<file path="src/rtl/rlfs_pkg.sv">
package rlfs_pkg;

  localparam int ColorW   = 8;
  localparam int NumLanes = 3;
  localparam int DivSteps = ColorW;
  localparam int DivCntW  = $clog2(DivSteps);

  localparam logic OP_SET  = 1'b0;
  localparam logic OP_TICK = 1'b1;

  // Per-lane command from the sequencer
  typedef struct packed {
    logic set_tgt;    // load target and start a new division
    logic div_step;   // one restoring-division iteration
    logic div_last;   // final iteration: latch the quotient as step
    logic tick_move;  // move one step toward the target
    logic snap;       // copy the target into the current color
  } lane_cmd_t;

endpackage

</file>
<file path="src/rtl/rlfs_lane.sv">
module rlfs_lane (
  input  logic                          clk,
  input  logic                          rst_n,
  input  rlfs_pkg::lane_cmd_t           cmd,
  input  logic [rlfs_pkg::ColorW-1:0]   new_tgt,
  input  logic [rlfs_pkg::ColorW-1:0]   speed,
  output logic [rlfs_pkg::ColorW-1:0]   cur,
  output logic [rlfs_pkg::ColorW-1:0]   tgt
);
  import rlfs_pkg::*;

  logic [ColorW-1:0] cur_r, cur_nxt;
  logic [ColorW-1:0] tgt_r, tgt_nxt;
  logic [ColorW-1:0] step_r, step_nxt;
  logic [ColorW-1:0] quo_r, quo_nxt;
  logic [ColorW-1:0] rem_r, rem_nxt;

  logic [ColorW:0]   sum;
  logic [ColorW-1:0] gap;
  logic [ColorW-1:0] moved;
  logic [ColorW:0]   rem_sh;
  logic              q_bit;
  logic [ColorW-1:0] abs_diff;

  // Move one step toward the target, clamped at the target
  always_comb begin
    sum = {1'b0, cur_r} + {1'b0, step_r};
    gap = cur_r - tgt_r;
    if (tgt_r > cur_r) begin
      moved = (sum > {1'b0, tgt_r}) ? tgt_r : sum[ColorW-1:0];
    end else if (tgt_r < cur_r) begin
      moved = (step_r >= gap) ? tgt_r : cur_r - step_r;
    end else begin
      moved = cur_r;
    end
  end

  // Restoring division: one quotient bit per iteration
  always_comb begin
    rem_sh   = {rem_r, quo_r[ColorW-1]};
    q_bit    = (rem_sh >= {1'b0, speed});
    abs_diff = (new_tgt > cur_r) ? new_tgt - cur_r : cur_r - new_tgt;
  end

  always_comb begin
    cur_nxt  = cur_r;
    tgt_nxt  = tgt_r;
    step_nxt = step_r;
    quo_nxt  = quo_r;
    rem_nxt  = rem_r;
    if (cmd.set_tgt) begin
      tgt_nxt = new_tgt;
      quo_nxt = abs_diff;
      rem_nxt = '0;
    end
    if (cmd.div_step) begin
      rem_nxt = q_bit ? ColorW'(rem_sh - {1'b0, speed}) : rem_sh[ColorW-1:0];
      quo_nxt = {quo_r[ColorW-2:0], q_bit};
      if (cmd.div_last) begin
        step_nxt = {quo_r[ColorW-2:0], q_bit};
      end
    end
    if (cmd.tick_move) begin
      cur_nxt = moved;
    end
    if (cmd.snap) begin
      cur_nxt = tgt_r;
    end
  end

  always_ff @(posedge clk) begin
    if (!rst_n) begin
      cur_r  <= '0;
      tgt_r  <= '0;
      step_r <= '0;
    end else begin
      cur_r  <= cur_nxt;
      tgt_r  <= tgt_nxt;
      step_r <= step_nxt;
    end
  end

  // Division scratch holds no state across items
  always_ff @(posedge clk) begin
    quo_r <= quo_nxt;
    rem_r <= rem_nxt;
  end

  assign cur = cur_r;
  assign tgt = tgt_r;

endmodule

</file>
<file path="src/rtl/rgb_linear_fade_stepper_top.sv">
// A tick item, or a set item that loads no new steps, moves from acceptance to
// ST_DONE, where its result is registered; a set item that loads new steps first
// runs 8 per-lane restoring divider iterations in ST_DIV, then the result load.
// One item at a time: the input stays stalled until the result is registered
// into a free output.
// Reset: synchronous, active low; clears pixel state and out_valid, fade_enable 1.
module rgb_linear_fade_stepper_top (
  input  logic                        clk,
  input  logic                        rst_n,
  input  logic                        cfg_wr_en,
  input  logic                        cfg_wr_data,
  input  logic                        in_valid,
  output logic                        in_stall,
  input  logic                        in_operation,
  input  logic [rlfs_pkg::ColorW-1:0] in_target_red,
  input  logic [rlfs_pkg::ColorW-1:0] in_target_green,
  input  logic [rlfs_pkg::ColorW-1:0] in_target_blue,
  input  logic [rlfs_pkg::ColorW-1:0] in_speed,
  output logic                        out_valid,
  input  logic                        out_stall,
  output logic [rlfs_pkg::ColorW-1:0] out_red,
  output logic [rlfs_pkg::ColorW-1:0] out_green,
  output logic [rlfs_pkg::ColorW-1:0] out_blue,
  output logic [rlfs_pkg::ColorW-1:0] out_steps_left
);
  import rlfs_pkg::*;

  localparam logic [DivCntW-1:0] DIV_LAST = DivCntW'(DivSteps - 1);

  typedef enum logic [1:0] {ST_IDLE, ST_DIV, ST_DONE} state_t;

  state_t             state_r, state_nxt;
  logic [DivCntW-1:0] div_cnt_r, div_cnt_nxt;
  logic [ColorW-1:0]  cnt_r, cnt_nxt;
  logic [ColorW-1:0]  spd_r, spd_nxt;
  logic               fade_r, fade_nxt;
  logic               out_valid_r, out_valid_nxt;
  logic [ColorW-1:0]  out_red_r, out_red_nxt;
  logic [ColorW-1:0]  out_green_r, out_green_nxt;
  logic [ColorW-1:0]  out_blue_r, out_blue_nxt;
  logic [ColorW-1:0]  out_left_r, out_left_nxt;

  lane_cmd_t          cmd;
  logic               accept;
  logic               differs;
  logic [ColorW-1:0]  new_tgt [NumLanes];
  logic [ColorW-1:0]  cur     [NumLanes];
  logic [ColorW-1:0]  tgt     [NumLanes];

  assign new_tgt[0] = in_target_red;
  assign new_tgt[1] = in_target_green;
  assign new_tgt[2] = in_target_blue;

  // One lane per color channel
  for (genvar g = 0; g < NumLanes; g++) begin : g_lane
    rlfs_lane u_lane (
      .clk     (clk),
      .rst_n   (rst_n),
      .cmd     (cmd),
      .new_tgt (new_tgt[g]),
      .speed   (spd_r),
      .cur     (cur[g]),
      .tgt     (tgt[g])
    );
  end

  assign in_stall = (state_r != ST_IDLE);
  assign accept   = in_valid && !in_stall;
  assign differs  = (new_tgt[0] != tgt[0]) || (new_tgt[1] != tgt[1]) ||
                    (new_tgt[2] != tgt[2]);

  // Sequence the lanes and merge their colors into the output register
  always_comb begin
    state_nxt     = state_r;
    div_cnt_nxt   = div_cnt_r;
    cnt_nxt       = cnt_r;
    spd_nxt       = spd_r;
    fade_nxt      = cfg_wr_en ? cfg_wr_data : fade_r;
    out_valid_nxt = out_valid_r && out_stall;
    out_red_nxt   = out_red_r;
    out_green_nxt = out_green_r;
    out_blue_nxt  = out_blue_r;
    out_left_nxt  = out_left_r;
    cmd           = '0;
    unique case (state_r)
      ST_IDLE: begin
        if (accept) begin
          state_nxt = ST_DONE;
          if (in_operation == OP_SET) begin
            if (differs) begin
              cmd.set_tgt = 1'b1;
              cnt_nxt     = in_speed;
              spd_nxt     = in_speed;
              if (fade_r && (in_speed != '0)) begin
                state_nxt   = ST_DIV;
                div_cnt_nxt = '0;
              end
            end
          end else if (cnt_r != '0) begin
            cmd.tick_move = fade_r;
            cnt_nxt       = cnt_r - 1'b1;
          end else begin
            cmd.snap = 1'b1;
          end
        end
      end
      ST_DIV: begin
        cmd.div_step = 1'b1;
        cmd.div_last = (div_cnt_r == DIV_LAST);
        div_cnt_nxt  = div_cnt_r + 1'b1;
        if (div_cnt_r == DIV_LAST) begin
          state_nxt = ST_DONE;
        end
      end
      ST_DONE: begin
        if (!out_valid_r || !out_stall) begin
          out_valid_nxt = 1'b1;
          out_red_nxt   = cur[0];
          out_green_nxt = cur[1];
          out_blue_nxt  = cur[2];
          out_left_nxt  = cnt_r;
          state_nxt     = ST_IDLE;
        end
      end
      default: state_nxt = ST_IDLE;
    endcase
  end

  always_ff @(posedge clk) begin
    if (!rst_n) begin
      state_r     <= ST_IDLE;
      div_cnt_r   <= '0;
      cnt_r       <= '0;
      fade_r      <= 1'b1;
      out_valid_r <= 1'b0;
    end else begin
      state_r     <= state_nxt;
      div_cnt_r   <= div_cnt_nxt;
      cnt_r       <= cnt_nxt;
      fade_r      <= fade_nxt;
      out_valid_r <= out_valid_nxt;
    end
    spd_r       <= spd_nxt;
    out_red_r   <= out_red_nxt;
    out_green_r <= out_green_nxt;
    out_blue_r  <= out_blue_nxt;
    out_left_r  <= out_left_nxt;
  end

  assign out_valid      = out_valid_r;
  assign out_red        = out_red_r;
  assign out_green      = out_green_r;
  assign out_blue       = out_blue_r;
  assign out_steps_left = out_left_r;

`ifndef NO_ASSERTIONS
  // Divider busy keeps the input channel closed
  a_div_stalls: assert property (@(posedge clk) disable iff (!rst_n)
    (state_r == ST_DIV) |-> in_stall)
    else $error("input open during division");

  // Division ends after the last iteration
  a_div_ends: assert property (@(posedge clk) disable iff (!rst_n)
    (state_r == ST_DIV && div_cnt_r == DIV_LAST) |=> (state_r == ST_DONE))
    else $error("division did not finish");

  // A tick on a running countdown decrements it by one
  a_tick_dec: assert property (@(posedge clk) disable iff (!rst_n)
    (accept && in_operation == OP_TICK && cnt_r != '0)
      |=> (cnt_r == ColorW'($past(cnt_r) - 1'b1)))
    else $error("countdown not decremented");
`endif

endmodule
</file>
<file path="config.mk">
export PLATFORM = sky130hd
export DESIGN_NAME = rgb_linear_fade_stepper_top
export DESIGN_NICKNAME = d
export VERILOG_FILES = /design/src/rtl/rlfs_pkg.sv /design/src/rtl/rlfs_lane.sv /design/src/rtl/rgb_linear_fade_stepper_top.sv
export SDC_FILE = /design/constraint.sdc
export NUM_CORES = 1
export LEC_CHECK = 0
export BUFFER_PORTS_ARGS = -buffer_cell sky130_fd_sc_hd__buf_2
export CORE_MARGIN = 1
export CORE_UTILIZATION = 60
export DETAILED_ROUTE_END_ITERATION = 6
export PLACE_DENSITY = 0.78
export SYNTH_ARGS = -nofsm -noshare
export SYNTH_HDL_FRONTEND = slang
export SYNTH_SLANG_ARGS = --single-unit
</file>
<file path="constraint.sdc">
create_clock -name clk -period 4.3 [get_ports clk]
set_input_delay 0.645 -clock clk [delete_from_list [all_inputs] [get_ports clk]]
set_output_delay 0.645 -clock clk [all_outputs]
set_load 0.01 [all_outputs]
</file>
# Word level (Yosys, flattened, before mapping)
# Index checks and enable logic that the tools add are counted.
# classes
addsub	20
mul	0
n_div	0
n_lt_le_gt_ge	18
eq_ne	13
shift	0
muxes	61
bitwise	1
n_reduce_logical	29
# ops
operator	n
$mux W8	37
$sub A8 B8 Y8	15
$gt A8 B8 Y1	6
$add A8 B8 Y9	3
$ge A9 B8 Y1	3
$gt A9 B8 Y1	3
$ge A8 B8 Y1	3
$lt A8 B8 Y1	3
$ne A8 B8 Y1	3
$mux W2	10
$reduce_bool A8 Y1	2
$mux W3	4
$ne A2 B2 Y1 const B	6
$reduce_and A2 Y1	5
$reduce_bool A2 Y1	5
$reduce_bool A3 Y1	3
$mux W1	8
$reduce_and A4 Y1	2
$sub A8 B1 Y8 const B	1
$pmux W2 S3	1
$pmux W3 S2	1
$reduce_and A5 Y1	1
$add A3 B1 Y3 const B	1
$eq A3 B3 Y1 const B	1
9 further kinds	15
# totals
reg_bits	175
latchBits	0
mem_bits_rw	0
romBits	0
inputBits	39
output_inout_bits	34
elab_cells	167
mem_count	0

# Logic depth before layout (Yosys ltp)
# logic_depth
ltp_word	9
mapped_depth	18

# Hierarchy
# A second synthesis with hierarchy kept.
# hier_totals
cells_unflattened	1745
area_unflattened_um2	15185.8
# by_module_without_submodules
module	instances	cells_per_inst	area_per_inst_um2
rlfs_lane (g_lane[0].u_lane)	1	522	4237.8
rlfs_lane (g_lane[1].u_lane)	1	521	4234.1
rlfs_lane (g_lane[2].u_lane)	1	507	4214.0
rgb_linear_fade_stepper_top	1	195	2499.9

# Worst setup path after synthesis
# Ideal clock, no wire load.
# synth_timing
path_kind	register -> register
from	reg g_lane[1].u_lane.cur_r[0]
to	reg g_lane[1].u_lane.cur_r[3]
setup_time_ns	0.095
arrival_time_ns	3.532
required_time_ns	4.205
setup_slack_ns	0.673
path_stages_with_launch	18
n_path_buf	1
synth_period_minus_slack_ns	3.627
cell_sequence	dfxtp_1 inv_1 ha_1 inv_1 fa_1 a21o_1 a21o_1 a21o_1 a21oi_1 xor2_1 ha_1 a21o_1 a21o_1 a211o_1 nand2b_1 buf_2 o221a_1 a221oi_1
# synth_via
elab_chain_cells	7
elab_cells_between_ends	15
cone_classes	3 x add/sub; 4 x order compare; 6 x mux; 2 x reduce/logical
# synth_rtl
element	line_no	text
start: declaration	rlfs_lane.sv:12	logic [ColorW-1:0] cur_r, cur_nxt;
start signal: assignment	rlfs_lane.sv:77	cur_r <= cur_nxt;
$sub A8 B8 Y8	rlfs_lane.sv:28	gap = cur_r - tgt_r;
$ge A8 B8 Y1	rlfs_lane.sv:32	moved = (step_r >= gap) ? tgt_r : cur_r - step_r;
$mux W8	rlfs_lane.sv:32	
$mux W8	rlfs_lane.sv:31	end else if (tgt_r < cur_r) begin
$mux W8	rlfs_lane.sv:29	if (tgt_r > cur_r) begin
$mux W8	rlfs_lane.sv:63	if (cmd.tick_move) begin
$mux W8	rlfs_lane.sv:66	if (cmd.snap) begin
# Parallel ways exist; a longest one is shown, timed or not. The select of a mux whose other input is x is not followed.
# A chain may end at the register's enable or synchronous reset.

# Worst setup path after layout
# layout_timing
from	reg g_lane[1].u_lane.cur_r[0]
to	reg g_lane[1].u_lane.cur_r[4]
# Same word-level chain as after synthesis.

==> results by group <==
Logic synthesis
  – Yosys warnings: 0
  – Post-synthesis register bit count: 175
  – Synth area leader: edfxtp_1
  – Top-area cell type share of the netlist area: 18.0%
  – Synth Instances: 1679
  – Ys flop type: edfxtp_1
  – Synthesized Nets: 1925
  – Post-Syn Area: 14600 µm²
  – Syn_area_per_cell: 8.72 µm²
  – Sequential cell area fraction in the yosys report: 29.9%
  – Async SR Flop Fraction: 0%
  – Library cells used by synthesis: 83
  – Top cells by area, synth: edfxtp_1 (18%), ha_1 (16%), dfxtp_1 (12%)
  – EDFF count, synth: 88

Die
  – Die width: 158 µm
  – Core area: 23700 µm²
  – Initial Util: 61.8%
  – Vert. Die Dim: 158 µm
  – Top Ports: 73
  – Die ar.: 25000 µm²
  – Row Count: 56

Setup path
  – Cells along the critical path: inv_1 -> ha_1 -> inv_1 -> fa_1 -> a21o_1 -> a21o_1 -> a21o_1 -> a21oi_1 -> xor2_1 -> ha_1 -> a21o_1 -> a21o_1 -> a211o_1 -> nand2b_2 -> o221a_1 -> a221oi_1
  – CP max-delay cell: fa_1
  – Crit-path max cell delay: 400 ps
  – Worst path arrival time: 4320 ps
  – CP Launch Type: flop
  – Most frequent CP cell: a21o_1
  – CP Capture Type: flop
  – Crit-path max FO: 9
  – WS Path Type: reg2reg
  – WP data required: 4640 ps

STA
  – Final setup margin: 327 ps
  – Hold slack: 411 ps
  – Setup TNS: 0 ps
  – Setup Skew: 13.8 ps
  – Final Max Tran Viols: 0
  – RSZ-0062 raised after global routing: no
  – Worst Max-Slew Pin Slew: 1050 ps
  – Slew HR: 30.0%
  – Setup violations, final: 0
  – Max Clk Rate: 252 MHz
  – Final min period: 3970 ps
  – Hold Vio Cnt, Final: 0
  – Final period util: 92.4%

Global route
  – GRT overflow: 0
  – First-pass GRT wire length: 60300 µm
  – Number of global-route vias before repair: 11.8k
  – Pin count of the biggest net entering global routing: 44
  – Tot GR Track Use: 31.1%
  – Initial antenna violation count: 1

Place
  – HPWL Detailed: 29100 µm
  – Placed standard-cell area: 15400 µm²
  – Final GP Congestion: 0.925
  – I/O Buffers: 72
  – Post-place setup slack: 308 ps

Status
  – Status: finished, final reports clean

CTS
  – Worst-skew pair later-pin latency: 450 ps
  – Hold-fix buffers, CTS: 0
  – TritonCTS Buffers: 17
  – CTS tree: done
  – Buffer depth of the longest clock path: 2
  – H-tree lvl count: 4
  – Postcts setup bufs: 0
  – CTS sink cnt: 175
  – Clock slew at reported path FFs: 80 ps
  – Root buf cell: clkbuf_16

Routing
  – Final WL: 38300 µm
  – Iter 0 DRT Violations: 940
  – Routed vias/inst: 6.12
  – Router iterations before antenna repair: 5
  – DRT antenna net count: 0
  – # DRC: 0
  – DR WL/cell: 18.5 µm
  – DR vias: 12.7k

Power and ir drop
  – Flop pwr share: 35.8%
  – Clock power frac: 27.3%
  – Max rail drop VDD: 0.265 mV
  – Leak Pwr: 6.78 nW
  – Power Density: 352 nW/µm²
  – Combinational power share: 36.9%
  – Sw Ratio: 37.0%
  – Overall power: 5.62 mW
  – Pint: 3.54 mW
  – Sw power: 2.08 mW

Final layout
  – Design area: 16000 µm²
  – Share of layout cells above drive strength 1: 10.2%
  – Antenna cells: 0
  – Fillers: 1999
  – Syn-to-layout area delta: 8.95%
  – Layout Nets: 1983

Hold path
  – Hold Crit Class: in2reg

Job
  – Maxcap violations: 0
cells in the final DEF, fill, tap and decap left out, drive strengths merged, types with 20 or more instances in the layout:
master,instances
buf,97
nand4,28
a31oi,21
nor2,93
nand2b,20
o21ai,83
ha,189
nor2b,30
dfxtp,87
edfxtp,88
nand2,174
a21boi,20
mux2i,34
nand3,30
inv,184
a21oi,125
nor3,31
a21o,49
xnor2,62
cells by family after synthesis:
logic type | count (synthesis) | synth area share (%)
mux | 51 | 3.63
buf+inv | 235 | 6.19
xor+xnor | 77 | 4.61
flops | 175 | 29.9
simple gates | 492 | 16.4
compound gates | 442 | 20.6
fa+ha+maj | 207 | 18.6
worst max-delay path, delay by kind of cell, from the launching register on:
kind	cells	cell delay, ps
fa+ha+maj	3	820
simple gates	1	310
xor+xnor	1	170
compound gates	9	2010
flops	1	350
buf+inv	2	180
final timing paths:
path,depth (start not counted),startpoint,slack (ps),endpoint
hold reg to reg,2,div_cnt_r[2]$_SDFFE_PN0P_,480,div_cnt_r[2]$_SDFFE_PN0P_
hold / removal,1,in_speed[4],410,spd_r[4]$_DFFE_PP_
setup / recovery,16,g_lane[1].u_lane.cur[0]$_SDFFE_PN0P_,330,g_lane[1].u_lane.cur[4]$_SDFFE_PN0P_
setup reg to reg,16,g_lane[1].u_lane.cur[0]$_SDFFE_PN0P_,330,g_lane[1].u_lane.cur[4]$_SDFFE_PN0P_
through the flow:
stage | utilization, % | std cells
floorplan | - | 1679
global placement | 64.9 | 2037
detailed placement | 64.9 | 2037
CTS | 67.3 | 2069
global route | 67.4 | 2069
finish | 67.4 | 2069
timing repair:
item	4_1_cts	5_1_grt
resized for setup	0	2
endpoints found under the hold margin	0	0
endpoints found under the setup margin	0	4
sequential cells by signal, summed over array words and instances (netlist names), 8 cells and up:
name                  count
cnt_r                     8
g_lane.u_lane.cur        24
g_lane.u_lane.quo_r      24
g_lane.u_lane.rem_r      24
g_lane.u_lane.step_r     24
g_lane.u_lane.tgt        24
out_blue                  8
out_green                 8
out_red                   8
out_steps_left            8
spd_r                     8
power by group through the flow:
| stage | Clock, mW | Combinational [mW] | Sequential [mW] |
|---|---|---|---|
| floorplan | 0 | 1.51 | 2.02 |
| global placement | 0 | 1.98 | 2.04 |
| detailed placement | 0 | 2.02 | 2.04 |
| CTS | 1.54 | 2.04 | 2.01 |
| global route | 1.61 | 2.28 | 2.02 |
| finish | 1.54 | 2.07 | 2.01 |
metal layers:
layer	up-vias	wire length, µm	GRT usage [%]
li1	6142	-	-
met1	6001	17200	42.0
met2	428	17500	50.6
met3	81	2330	3.91
met4	2	1220	12.4
met5	-	12	0
cell type report:
class / instances / area [µm²] / area share (%)
Tap cell: 319 / 399 / 2.50
Multi-Input combinational cell: 1269 / 9380 / 58.8
Sequential cell: 175 / 4380 / 27.5
Clock inverter: 15 / 148 / 0.926
Clock buffer: 17 / 425 / 2.67
Inverter: 177 / 664 / 4.17
Timing Repair Buffer: 97 / 548 / 3.44
synth_stat cells (all sizes together) (11+ instances only):
| library cell | count |
|---|---|
| xor2 | 15 |
| nor2b | 30 |
| a21boi | 20 |
| nand4 | 28 |
| nand2b | 20 |
| mux2 | 17 |
| a211oi | 11 |
| nand2 | 174 |
| nor4 | 13 |
| edfxtp | 88 |
| o31ai | 14 |
| a21oi | 125 |
| mux2i | 34 |
| ha | 189 |
| and2 | 13 |
| dfxtp | 87 |
| nor2 | 93 |
| fa | 18 |
| a21o | 49 |
| xnor2 | 62 |
| nor3 | 31 |
| clkbuf | 43 |
| a31oi | 21 |
| buf | 15 |
| nand3 | 30 |
| o21ai | 83 |
| o21a | 13 |
| inv | 176 |
Note: power is estimated with default switching activity, not from simulation.
